==> config.mk <==
export PLATFORM = sky130hd
export DESIGN_NAME = hsv_to_rgb_converter_top
export DESIGN_NICKNAME = d
export VERILOG_FILES = /design/src/hdl/hsv2rgb_pkg.sv /design/src/hdl/hsv2rgb_chan.sv /design/src/hdl/hsv_to_rgb_converter_top.sv
export SDC_FILE = /design/constraint.sdc
export NUM_CORES = 1
export LEC_CHECK = 0
export ABC_AREA = 1
export BUFFER_PORTS_ARGS = -buffer_cell sky130_fd_sc_hd__buf_2
export CAP_MARGIN = 20
export CORE_MARGIN = 2
export CORE_UTILIZATION = 59
export DETAILED_ROUTE_END_ITERATION = 10
export PLACE_DENSITY = 0.75
export SLEW_MARGIN = 0
export SYNTH_ARGS = -nofsm -noshare
export SYNTH_HDL_FRONTEND = slang
export SYNTH_SLANG_ARGS = --single-unit
==> constraint.sdc <==
create_clock -name clk -period 7.14 [get_ports clk]
set_clock_uncertainty 0.2 [all_clocks]
set_input_delay 1.071 -clock clk [delete_from_list [all_inputs] [get_ports clk]]
set_output_delay 1.071 -clock clk [all_outputs]
set_load 0.01 [all_outputs]
==> src/hdl/hsv2rgb_pkg.sv <==
// Shared types, constants and functions of the HSV to RGB converter.
// No dependencies; used by the top level, the channel pipeline and the checker.
package hsv2rgb_pkg;

	localparam int unsigned CHAN_W     = 8;
	localparam int unsigned PIPE_DEPTH = 5;

	typedef struct packed {
		logic [CHAN_W-1:0] red;
		logic [CHAN_W-1:0] green;
		logic [CHAN_W-1:0] blue;
	} rgb_t;

	typedef struct packed {
		logic [2:0] seg;
		logic [5:0] prog;
	} hue_pos_t;

	// Corner colors, bit 2 red, bit 1 green, bit 0 blue; a set bit is 255.
	// The last two entries keep the hue segment past the last corner at red.
	localparam logic [2:0] CORNER_RGB [8] = '{
		3'b100, 3'b101, 3'b001, 3'b011, 3'b010, 3'b110, 3'b100, 3'b100
	};

	// Split hue into a 42-step segment and the position inside it.
	function automatic hue_pos_t hue_split(input logic [7:0] hue);
		hue_pos_t   pos;
		logic [7:0] base;
		if (hue >= 8'd252) begin
			pos.seg = 3'd6; base = 8'd252;
		end else if (hue >= 8'd210) begin
			pos.seg = 3'd5; base = 8'd210;
		end else if (hue >= 8'd168) begin
			pos.seg = 3'd4; base = 8'd168;
		end else if (hue >= 8'd126) begin
			pos.seg = 3'd3; base = 8'd126;
		end else if (hue >= 8'd84) begin
			pos.seg = 3'd2; base = 8'd84;
		end else if (hue >= 8'd42) begin
			pos.seg = 3'd1; base = 8'd42;
		end else begin
			pos.seg = 3'd0; base = 8'd0;
		end
		pos.prog = 6'(hue - base);
		return pos;
	endfunction

	// floor(k * 255 / 42) for k in 0..42, as 6k + floor(k / 14).
	function automatic logic [7:0] hue_ramp(input logic [5:0] k);
		logic [7:0] frac;
		if (k >= 6'd42)
			frac = 8'd3;
		else if (k >= 6'd28)
			frac = 8'd2;
		else if (k >= 6'd14)
			frac = 8'd1;
		else
			frac = 8'd0;
		return ({2'b00, k} * 8'd6) + frac;
	endfunction

	// Interpolate the three channels between the two corners of the segment.
	function automatic rgb_t hue_color(input logic [7:0] hue);
		hue_pos_t         pos;
		logic [2:0]       lo;
		logic [2:0]       hi;
		logic [2:0][7:0]  chans;
		pos = hue_split(hue);
		lo  = CORNER_RGB[pos.seg];
		hi  = CORNER_RGB[3'(pos.seg + 3'd1)];
		for (int ch = 0; ch < 3; ch++) begin
			if (lo[ch] && hi[ch])
				chans[ch] = 8'hFF;
			else if (!lo[ch] && !hi[ch])
				chans[ch] = 8'h00;
			else if (lo[ch])
				chans[ch] = hue_ramp(6'(6'd42 - pos.prog));
			else
				chans[ch] = hue_ramp(pos.prog);
		end
		return rgb_t'(chans);
	endfunction

	// floor(x / 255), exact for x up to 255 * 255.
	function automatic logic [7:0] div255(input logic [15:0] x);
		logic [16:0] s;
		s = {1'b0, x} + {9'd0, x[15:8]} + 17'd1;
		return s[15:8];
	endfunction

endpackage

==> src/hdl/hsv2rgb_chan.sv <==
// Saturation and value pipeline for one color channel, stages 2 to 5.
// Depends on hsv2rgb_pkg for div255.
module hsv2rgb_chan
	import hsv2rgb_pkg::*;
(
	input  logic              clk,
	input  logic [CHAN_W-1:0] chan_s1,
	input  logic [CHAN_W-1:0] sat_s1,
	input  logic [CHAN_W-1:0] val_s1,
	output logic [CHAN_W-1:0] chan_s5
);

	logic [15:0]       mix_s2;
	logic [CHAN_W-1:0] val_s2;
	logic [CHAN_W-1:0] lift_s3;
	logic [CHAN_W-1:0] val_s3;
	logic [15:0]       scale_s4;
	logic [CHAN_W-1:0] inv_sat;
	logic [CHAN_W-1:0] inv_val;

	assign inv_sat = 8'hFF - sat_s1;
	assign inv_val = 8'hFF - val_s3;

	always_ff @(posedge clk) begin
		// 255*sat + c*(255-sat), at most 65025
		mix_s2   <= ({sat_s1, 8'h00} - {8'h00, sat_s1}) + (16'(chan_s1) * 16'(inv_sat));
		val_s2   <= val_s1;
		lift_s3  <= div255(mix_s2);
		val_s3   <= val_s2;
		scale_s4 <= 16'(inv_val) * 16'(lift_s3);
		chan_s5  <= div255(scale_s4);
	end

endmodule

==> src/hdl/hsv_to_rgb_converter_top.sv <==
// HSV to RGB converter, top level: hue stage and three channel pipelines.
// Depends on hsv2rgb_pkg and hsv2rgb_chan.

// One pixel enters on every clock where start is high; busy never rises, so
// a new transaction may follow each cycle with no gaps. Each result appears on
// red_out, green_out and blue_out with done high for exactly one cycle once its
// start has passed the pipeline: one stage maps hue to a corner blend, then two
// multiply and divide-by-255 pairs apply saturation and value, each split over
// two register stages. The receiver cannot stall; results must be taken as
// they come. Saturation blends toward 255 and value scales by 255 minus value.
module hsv_to_rgb_converter_top
	import hsv2rgb_pkg::*;
(
	input  logic              clk,
	input  logic              arst_n,
	input  logic              start,
	output logic              busy,
	input  logic [CHAN_W-1:0] hue_in,
	input  logic [CHAN_W-1:0] sat_in,
	input  logic [CHAN_W-1:0] val_in,
	output logic              done,
	output logic [CHAN_W-1:0] red_out,
	output logic [CHAN_W-1:0] green_out,
	output logic [CHAN_W-1:0] blue_out
);

	logic [PIPE_DEPTH-1:0] valid_q;
	rgb_t                  color_s1;
	logic [CHAN_W-1:0]     sat_s1;
	logic [CHAN_W-1:0]     val_s1;

	assign busy = 1'b0;

	// Advance valid bits with the data; bit i marks stage i+1.
	always_ff @(posedge clk or negedge arst_n) begin
		if (!arst_n) begin
			valid_q <= '0;
		end else begin
			valid_q <= {valid_q[PIPE_DEPTH-2:0], start & ~busy};
		end
	end

	always_ff @(posedge clk) begin
		color_s1 <= hue_color(hue_in);
		sat_s1   <= sat_in;
		val_s1   <= val_in;
	end

	hsv2rgb_chan u_red (
		.clk     (clk),
		.chan_s1 (color_s1.red),
		.sat_s1  (sat_s1),
		.val_s1  (val_s1),
		.chan_s5 (red_out)
	);

	hsv2rgb_chan u_green (
		.clk     (clk),
		.chan_s1 (color_s1.green),
		.sat_s1  (sat_s1),
		.val_s1  (val_s1),
		.chan_s5 (green_out)
	);

	hsv2rgb_chan u_blue (
		.clk     (clk),
		.chan_s1 (color_s1.blue),
		.sat_s1  (sat_s1),
		.val_s1  (val_s1),
		.chan_s5 (blue_out)
	);

	assign done = valid_q[PIPE_DEPTH-1];

endmodule

==> impl_metrics.prom, run 1 <==
# TYPE chip_impl_metric gauge
chip_impl_info{name="result_of_the_run",value="complete, no violations"} 1
chip_impl_info{name="layout.cells.most_common",value="sky130_fd_sc_hd__inv_1"} 1
chip_impl_metric{name="number_of_buffers_inserted_for_hold_repair_after_clock_tree_synthesis",unit=""} 0
chip_impl_metric{name="pin_count",unit=""} 53
chip_impl_metric{name="design.final.nets",unit=""} 3074
chip_impl_metric{name="synthCells",unit=""} 2431
chip_impl_metric{name="postCtsSetupRepairBufs",unit=""} 0
chip_impl_metric{name="synth_seq_area_share",unit="%"} 20.2
chip_impl_metric{name="dr_wl_met3",unit="microns"} 2560
chip_impl_metric{name="timing.setup.tns",unit="ps"} 0
chip_impl_metric{name="final-setup-viol-count",unit=""} 0
chip_impl_metric{name="critical_path.max_fanout",unit=""} 13
chip_impl_info{name="min_path_type",value="primary input to async pin"} 1
chip_impl_metric{name="clk_latency",unit="ps"} 540
chip_impl_metric{name="yosysWarnings",unit=""} 0
chip_impl_metric{name="antenna_found_initial",unit=""} 0
chip_impl_metric{name="path_clk_slew",unit="ps"} 60
chip_impl_metric{name="flow.area_growth_from_synthesis",unit="%"} 8.28
chip_impl_metric{name="syn-mean-instance-area",unit="sq um"} 8.40
chip_impl_info{name="final_cell_mix",value="490 x sky130_fd_sc_hd__inv_1, 355 x sky130_fd_sc_hd__nand2_1, 346 x sky130_fd_sc_hd__nor2_1"} 1
chip_impl_metric{name="route.met2.wl",unit="microns"} 22400
chip_impl_metric{name="coreArea",unit="sq um"} 34300
chip_impl_metric{name="detailed_router_iteration_count_before_antenna_repair",unit=""} 5
chip_impl_metric{name="drtAntennaViolNets",unit=""} 0
chip_impl_metric{name="post-dp-hpwl",unit="microns"} 36200
chip_impl_metric{name="grt_max_degree",unit=""} 24
chip_impl_metric{name="fp.dieH",unit="microns"} 190
chip_impl_metric{name="last_weighted_congestion_value_of_the_routability_driven_placer",unit=""} 0.916
chip_impl_info{name="grt_setup_unrepaired",value="false"} 1
chip_impl_metric{name="worst_slew_margin_rel",unit="%"} 30.7
chip_impl_metric{name="worstPathArrival",unit="ps"} 6070
chip_impl_metric{name="gr-total-overflow",unit=""} 0
chip_impl_metric{name="globalRouteTotalUtil",unit="%"} 25.7
chip_impl_metric{name="critical_path_required",unit="ps"} 7370
chip_impl_info{name="critPathCaptureType",value="register"} 1
chip_impl_metric{name="wl_met1",unit="microns"} 17700
chip_impl_metric{name="slew_viol_final",unit=""} 0
chip_impl_metric{name="initial_core_util",unit="%"} 59.6
chip_impl_metric{name="syn-cell-area",unit="sq um"} 20400
chip_impl_metric{name="finalCritPeriodShare",unit="%"} 81.8
chip_impl_metric{name="number_of_global_route_vias_before_repair",unit=""} 16183
chip_impl_metric{name="routedWlPerCell",unit="microns"} 14.9
chip_impl_metric{name="clock_tree.buffer_depth",unit=""} 3
chip_impl_metric{name="layout_min_cycle_time",unit="ps"} 5840
chip_impl_metric{name="reg2reg_slack",unit="ps"} 1300
chip_impl_metric{name="synth-edff-count",unit=""} 0
chip_impl_metric{name="drive_above_1_share",unit="%"} 4.97
chip_impl_metric{name="n_antenna_cell",unit=""} 0
chip_impl_metric{name="htree_num_levels",unit=""} 1
chip_impl_metric{name="synthDistinctLibCells",unit=""} 45
chip_impl_info{name="worst-setup-path-type",value="register to register"} 1
chip_impl_metric{name="routed_wirelength",unit="microns"} 44300
chip_impl_metric{name="drt-initial-drc-count",unit=""} 728
chip_impl_metric{name="cts_resized",unit=""} 0
chip_impl_metric{name="finalHoldViolations",unit=""} 0
chip_impl_metric{name="clock_sink_count",unit=""} 205
chip_impl_metric{name="rows",unit=""} 68
chip_impl_info{name="dominantRegCellSynth",value="sky130_fd_sc_hd__dfxtp_1"} 1
chip_impl_metric{name="via_count",unit=""} 15536
chip_impl_metric{name="grt_pass1_wl",unit="microns"} 75300
chip_impl_metric{name="yosys_register_bits",unit=""} 205
chip_impl_info{name="root_buffer",value="sky130_fd_sc_hd__clkbuf_16"} 1
chip_impl_metric{name="worst_pin_slew",unit="ps"} 1030
chip_impl_metric{name="fp.dieArea",unit="sq um"} 36100
chip_impl_metric{name="post_drt_via_cell_ratio",unit=""} 5.23
chip_impl_metric{name="io_buffers",unit=""} 51
chip_impl_metric{name="floorplan.die.width",unit="microns"} 190
chip_impl_info{name="worst_reg2reg_endpoint",value="u_blue.mix_s2[15]"} 1
chip_impl_metric{name="remaining_drc_errors",unit=""} 0
chip_impl_metric{name="drv_cap",unit=""} 0
chip_impl_metric{name="cts_made_buffers",unit=""} 25
chip_impl_metric{name="synth-async-reset-ratio",unit="%"} 2.44
chip_impl_info{name="dr.max_layer_used",value="met4"} 1
chip_impl_info{name="worstSetupStartpointType",value="register"} 1
chip_impl_info{name="clock_tree_from_tritoncts",value="yes"} 1
chip_impl_metric{name="worstRegToRegCells",unit=""} 25
chip_impl_info{name="critical_path.reg2reg.startpoint",value="sat_s1[0]"} 1
chip_impl_metric{name="clock.fmax",unit="MHz"} 171
[Yosys cell counts, types with 4 or more instances]
cell type	n	share of area [%]
sky130_fd_sc_hd__clkbuf_1	33	0.61
sky130_fd_sc_hd__nand4_1	6	0.18
sky130_fd_sc_hd__xor2_1	79	3.4
sky130_fd_sc_hd__o21ai_1	5	0.12
sky130_fd_sc_hd__and3_1	4	0.12
sky130_fd_sc_hd__dfxtp_1	200	20
sky130_fd_sc_hd__nand3b_1	5	0.18
sky130_fd_sc_hd__a21o_1	5	0.18
sky130_fd_sc_hd__a21boi_0	4	0.15
sky130_fd_sc_hd__nor3_1	10	0.25
sky130_fd_sc_hd__inv_2	5	0.092
sky130_fd_sc_hd__ha_1	292	18
sky130_fd_sc_hd__inv_1	490	9.0
sky130_fd_sc_hd__nand2_1	355	6.5
sky130_fd_sc_hd__o21ai_0	58	1.4
sky130_fd_sc_hd__a211oi_1	4	0.15
sky130_fd_sc_hd__fa_1	261	26
sky130_fd_sc_hd__nor2_1	346	6.4
sky130_fd_sc_hd__dfrtp_1	5	0.61
sky130_fd_sc_hd__nand3_1	56	1.4
sky130_fd_sc_hd__xnor2_1	38	1.6
sky130_fd_sc_hd__clkinv_1	7	0.13
sky130_fd_sc_hd__o21a_1	4	0.15
sky130_fd_sc_hd__a21oi_1	124	3.0
[kinds of logic after synthesis]
logic type / share of synthesized area, %
other cells: 0.0184
compound gates: 5.92
buf+inv: 9.87
simple gates: 15.5
fa+ha+maj: 43.5
xor+xnor: 5.02
flops: 20.2
[metrics by stage]
step / setup WS [ps] / instance area [sq um] / utilization, % / hold WS (ps) / cells
CTS: 1370 / 22100 / 64.5 / 102 / 2968
global placement: 1280 / 21300 / 62.0 / 110 / 2922
global route: 904 / 22100 / 64.5 / 112 / 2968
detailed placement: 1100 / 21300 / 62.0 / 112 / 2922
floorplan: 1910 / 20400 / - / 110 / 2434
finish: 1300 / 22100 / 64.5 / 126 / 2968
[state kept, by name (all words and copies together) (netlist names), 16 cells and up]
| signal | count |
|---|---|
| u_blue.scale_s4 | 16 |
| u_red.scale_s4 | 16 |
| u_red.mix_s2 | 16 |
| u_green.scale_s4 | 16 |
| u_blue.mix_s2 | 16 |
| color_s1 | 24 |
| u_green.mix_s2 | 16 |
[routing by layer]
metal	vias up	global-route usage, %
met5	-	0
met4	0	9.36
met3	107	3.82
met2	418	47.0
met1	7469	30.6
li1	7542	-
[worst max-delay path, cell delays in order, from the launching register on]
cell and delay (ps):
sky130_fd_sc_hd__dfxtp_1 690, sky130_fd_sc_hd__clkinv_1 220, sky130_fd_sc_hd__ha_1 280, sky130_fd_sc_hd__nand2_1 160, sky130_fd_sc_hd__o21ai_0 130, sky130_fd_sc_hd__nand2_1 150
sky130_fd_sc_hd__inv_1 110, sky130_fd_sc_hd__fa_1 490, sky130_fd_sc_hd__inv_1 50, sky130_fd_sc_hd__fa_1 520, sky130_fd_sc_hd__fa_1 440, sky130_fd_sc_hd__fa_1 550
sky130_fd_sc_hd__inv_1 50, sky130_fd_sc_hd__ha_1 350, sky130_fd_sc_hd__a21oi_1 150, sky130_fd_sc_hd__o21ai_0 180, sky130_fd_sc_hd__a21oi_1 260, sky130_fd_sc_hd__nor2_1 60
sky130_fd_sc_hd__o21ai_0 150, sky130_fd_sc_hd__nand2_1 100, sky130_fd_sc_hd__nand2_1 60, sky130_fd_sc_hd__nand2_1 50, sky130_fd_sc_hd__a21oi_1 160, sky130_fd_sc_hd__nand2_1 70
sky130_fd_sc_hd__inv_1 60, sky130_fd_sc_hd__nor2_1 30
[layout make-up]
| type | count | area [sq um] |
|---|---|---|
| well taps | 455 | 569 |
| multi-input cells | 1693 | 14300 |
| inverters | 502 | 1880 |
| repair buffers | 67 | 375 |
| clock buffers | 30 | 664 |
| clock inverters | 16 | 201 |
| fillers | 2863 | 12200 |
| flip-flops and latches | 205 | 4130 |
[how the worst max path moves through the flow]
stage,start,slack (ps),end,depth (start not counted)
finish,sat_s1[0],1300,u_blue.mix_s2[15],25
global route,sat_s1[0],900,u_blue.mix_s2[15],25
CTS,sat_s1[0],1370,u_blue.mix_s2[15],25
detailed placement,hue_in[2],1100,color_s1[7],32
global placement,hue_in[2],1280,color_s1[23],31
floorplan,hue_in[2],1910,color_s1[23],30
Power of run 1 is left out: the tool's default activity adds up to more than one toggle a clock period on the data nets, which glitch-free logic cannot reach.
==> inputs of run 2 (changes only) <==
ABC_AREA = 0   (was 1)
clock period = 5.5 ns   (was 7.14 ns; I/O delays follow)
==> impl_metrics.prom, run 2 <==
# TYPE chip_impl_metric gauge
chip_impl_info{name="worstSetupStartpointType",value="register"} 1
chip_impl_metric{name="final-setup-viol-count",unit=""} 0
chip_impl_metric{name="syn-cell-area",unit="sq um"} 21400
chip_impl_metric{name="critical_path.max_fanout",unit=""} 3
chip_impl_metric{name="synthDistinctLibCells",unit=""} 76
chip_impl_metric{name="rows",unit=""} 69
chip_impl_info{name="min_path_type",value="register to register"} 1
chip_impl_metric{name="postLayoutCellArea",unit="sq um"} 24000
chip_impl_info{name="result_of_the_run",value="finished, violations left"} 1
chip_impl_metric{name="pin_count",unit=""} 53
chip_impl_metric{name="gr-total-overflow",unit=""} 0
chip_impl_info{name="grt_setup_unrepaired",value="true"} 1
chip_impl_info{name="violated_checks",value="design-rule violations"} 1
chip_impl_metric{name="path_clk_slew",unit="ps"} 60
chip_impl_metric{name="drv_cap",unit=""} 0
chip_impl_metric{name="routed_wirelength",unit="microns"} 43800
chip_impl_metric{name="layout.area.seq",unit="sq um"} 4130
chip_impl_metric{name="fp.dieArea",unit="sq um"} 37800
chip_impl_metric{name="critical_path_required",unit="ps"} 5700
chip_impl_info{name="worst-setup-path-type",value="register to register"} 1
chip_impl_metric{name="worst_pin_slew",unit="ps"} 886
chip_impl_metric{name="largest_reg_flops",unit=""} 24
chip_impl_metric{name="placedInstanceArea",unit="sq um"} 22900
chip_impl_info{name="clock_tree_from_tritoncts",value="yes"} 1
chip_impl_metric{name="initial_core_util",unit="%"} 60.0
chip_impl_info{name="layout.cells.most_common",value="sky130_fd_sc_hd__inv_1"} 1
chip_impl_metric{name="timing.setup.tns",unit="ps"} 0
chip_impl_info{name="final_cell_mix",value="357 x sky130_fd_sc_hd__inv_1, 283 x sky130_fd_sc_hd__ha_1, 260 x sky130_fd_sc_hd__fa_1"} 1
chip_impl_info{name="post_synth_most_frequent_cells",value="358 x sky130_fd_sc_hd__inv_1, 292 x sky130_fd_sc_hd__ha_1, 261 x sky130_fd_sc_hd__fa_1, 230 x sky130_fd_sc_hd__nor2b_1, 200 x sky130_fd_sc_hd__dfxtp_1"} 1
chip_impl_metric{name="grt_max_degree",unit=""} 27
chip_impl_metric{name="post-dp-hpwl",unit="microns"} 35400
chip_impl_metric{name="globalRouteTotalUtil",unit="%"} 24.1
chip_impl_info{name="critical-path-top-delay-family",value="adder cells"} 1
chip_impl_metric{name="grt_pass1_wl",unit="microns"} 75800
chip_impl_metric{name="remaining_drc_errors",unit=""} 4
chip_impl_metric{name="flow.area_growth_from_synthesis",unit="%"} 12.1
chip_impl_metric{name="drtAntennaViolNets",unit=""} 0
chip_impl_metric{name="post_drt_via_cell_ratio",unit=""} 5.37
chip_impl_metric{name="routedWlPerCell",unit="microns"} 15.3
chip_impl_metric{name="fillers",unit=""} 2809
chip_impl_metric{name="drive_above_1_share",unit="%"} 11.6
chip_impl_metric{name="route.met2.wl",unit="microns"} 22400
chip_impl_metric{name="timing.critical_path.buf_inv",unit=""} 5
chip_impl_metric{name="coreArea",unit="sq um"} 35700
chip_impl_metric{name="clock_tree.buffer_depth",unit=""} 3
chip_impl_metric{name="clock.fmax",unit="MHz"} 184
chip_impl_metric{name="design.final.nets",unit=""} 2969
chip_impl_metric{name="worstPathArrival",unit="ps"} 5640
chip_impl_metric{name="number_of_global_route_vias_before_repair",unit=""} 16504
chip_impl_info{name="top_register",value="color_s1"} 1
chip_impl_metric{name="floorplan.die.width",unit="microns"} 194
chip_impl_metric{name="cts_made_buffers",unit=""} 23
chip_impl_metric{name="finalHoldViolations",unit=""} 0
chip_impl_metric{name="io_buffers",unit=""} 51
chip_impl_metric{name="htree_num_levels",unit=""} 1
chip_impl_info{name="yosys.cell_count.top_type",value="sky130_fd_sc_hd__inv_1"} 1
chip_impl_metric{name="slowest_delay",unit="ps"} 550
chip_impl_metric{name="fin_cells",unit=""} 2863
chip_impl_info{name="root_buffer",value="sky130_fd_sc_hd__clkbuf_16"} 1
chip_impl_metric{name="last_weighted_congestion_value_of_the_routability_driven_placer",unit=""} 0.905
chip_impl_metric{name="synth-edff-count",unit=""} 0
chip_impl_metric{name="worst_slew_margin_rel",unit="%"} 40.6
chip_impl_metric{name="n_antenna_cell",unit=""} 0
chip_impl_info{name="critical-path-slowest-cell",value="sky130_fd_sc_hd__fa_1"} 1
chip_impl_metric{name="synth_seq_area_share",unit="%"} 19.3
chip_impl_info{name="worst_path_cell_chain",value="or4_4, buf_4, o41ai_4, nor2b_4, inv_1, fa_1, inv_1, fa_1, fa_1, inv_1, fa_1, inv_1, ha_1, a21boi_1, o21ai_1, a22oi_1, a41o_1, o41ai_2, xnor2_1"} 1
chip_impl_metric{name="yosysWarnings",unit=""} 0
chip_impl_metric{name="post-synth-top-area-fraction",unit="%"} 24.4
chip_impl_metric{name="multi_input_comb_area",unit="sq um"} 16100
chip_impl_metric{name="synthCells",unit=""} 2252
chip_impl_metric{name="detailed_router_iteration_count_before_antenna_repair",unit=""} 10
chip_impl_metric{name="clock_sink_count",unit=""} 205
chip_impl_info{name="yosysTopAreaCell",value="sky130_fd_sc_hd__fa_1"} 1
chip_impl_metric{name="slew_viol_final",unit=""} 0
chip_impl_metric{name="fp.dieH",unit="microns"} 194
chip_impl_metric{name="placed_cells_incl_taps",unit=""} 2818
chip_impl_info{name="top_cells_by_area_synth",value="sky130_fd_sc_hd__fa_1 24%, sky130_fd_sc_hd__dfxtp_1 19%, sky130_fd_sc_hd__ha_1 17%"} 1
chip_impl_metric{name="synth-async-reset-ratio",unit="%"} 2.44
chip_impl_metric{name="dr_wl_met3",unit="microns"} 1670
chip_impl_metric{name="wl_met1",unit="microns"} 18400
chip_impl_metric{name="clk_latency",unit="ps"} 530
chip_impl_metric{name="antenna_found_initial",unit=""} 0
chip_impl_metric{name="drt-initial-drc-count",unit=""} 610
chip_impl_metric{name="finalCritPeriodShare",unit="%"} 98.9
chip_impl_metric{name="via_count",unit=""} 15366
chip_impl_info{name="dominantRegCellSynth",value="sky130_fd_sc_hd__dfxtp_1"} 1
chip_impl_metric{name="yosys_register_bits",unit=""} 205
chip_impl_info{name="critPathCaptureType",value="register"} 1
chip_impl_metric{name="layout_min_cycle_time",unit="ps"} 5440
chip_impl_info{name="dr.max_layer_used",value="met4"} 1
chip_impl_metric{name="syn-mean-instance-area",unit="sq um"} 9.50
==> run 2: cell types whose count changed in the layout (fill, tap and decap cells not counted), sizes merged, moves of 75 or more <==
| cell | previous run | this run |
|---|---|---|
| a21oi | 124 | 49 |
| buf | 67 | 155 |
| inv | 497 | 363 |
| nand2 | 358 | 93 |
| nand2b | 1 | 161 |
| nor2 | 347 | 93 |
| nor2b | 0 | 230 |
| xnor2 | 38 | 115 |
==> run 2: per-stage QoR <==
step / setup WS [ps] / utilization (%) / hold slack (ps)
after floorplan: -356 / - / 110
after global placement: -410 / 64.2 / 110
after detailed placement: -593 / 64.2 / 113
after CTS: 6.01 / 66.4 / 126
after global routing: -208 / 67.2 / 129
final: 60.3 / 67.2 / 124
==> run 2: final timing paths <==
kind	from	endpoint	slack, ps	cells after the start
setup / recovery	sat_s1[3]	u_red.mix_s2[15]	60	19
hold / removal	u_blue.val_s2[7]	u_green.val_s3[7]	120	0
setup reg to reg	sat_s1[3]	u_red.mix_s2[15]	60	19
hold reg to reg	u_blue.val_s2[7]	u_green.val_s3[7]	120	0
max in group asynchronous	arst_n	valid_q[2]	4520	2
min in group asynchronous	arst_n	valid_q[0]	450	2
==> run 2: cells by family after synthesis <==
kind of cell               Yosys count  synth area share [%]
AOI/OAI and AO/OA                  235                  7.64
other                                1                0.0175
buffers and inverters              409                  7.23
muxes                                3                 0.146
adders and majority gates          553                  41.5
DFF                                205                  19.3
and+or+nand+nor                    705                  18.3
xor gates and xnor gates           141                  5.86
==> run 2: repair_timing <==
item,CTS,global route
endpoints found under the hold margin,5,0
resized for setup,4,59
hold buffers,1,0
pin swaps,0,22
setup endpoints to repair,4,18
setup buffers,0,6
==> run 2: worst reg2reg max path, stage by stage (launching register included) <==
cell and delay (ps):
sky130_fd_sc_hd__dfxtp_2 340, sky130_fd_sc_hd__or4_4 540, sky130_fd_sc_hd__buf_4 160, sky130_fd_sc_hd__o41ai_4 240, sky130_fd_sc_hd__nor2b_4 210, sky130_fd_sc_hd__inv_1 70
sky130_fd_sc_hd__fa_1 520, sky130_fd_sc_hd__inv_1 60, sky130_fd_sc_hd__fa_1 490, sky130_fd_sc_hd__fa_1 550, sky130_fd_sc_hd__inv_1 50, sky130_fd_sc_hd__fa_1 470
sky130_fd_sc_hd__inv_1 40, sky130_fd_sc_hd__ha_1 290, sky130_fd_sc_hd__a21boi_1 150, sky130_fd_sc_hd__o21ai_1 200, sky130_fd_sc_hd__a22oi_1 110, sky130_fd_sc_hd__a41o_1 280
sky130_fd_sc_hd__o41ai_2 240, sky130_fd_sc_hd__xnor2_1 120
==> run 2: cell type report <==
cell class | instances | area share [%]
Tap cell | 461 | 2.41
Inverter | 362 | 5.67
Timing Repair Buffer | 156 | 4.56
Clock inverter | 6 | 0.271
Clock buffer | 32 | 2.88
Multi-Input combinational cell | 1641 | 67.0
Sequential cell | 205 | 17.2
==> run 2: layer usage <==
metal	up-vias	global-route usage, %
met2	272	44.5
met4	0	8.35
met3	90	2.83
met5	-	0
li1	7418	-
met1	7586	29.1
Power of run 2 is left out for the same reason.
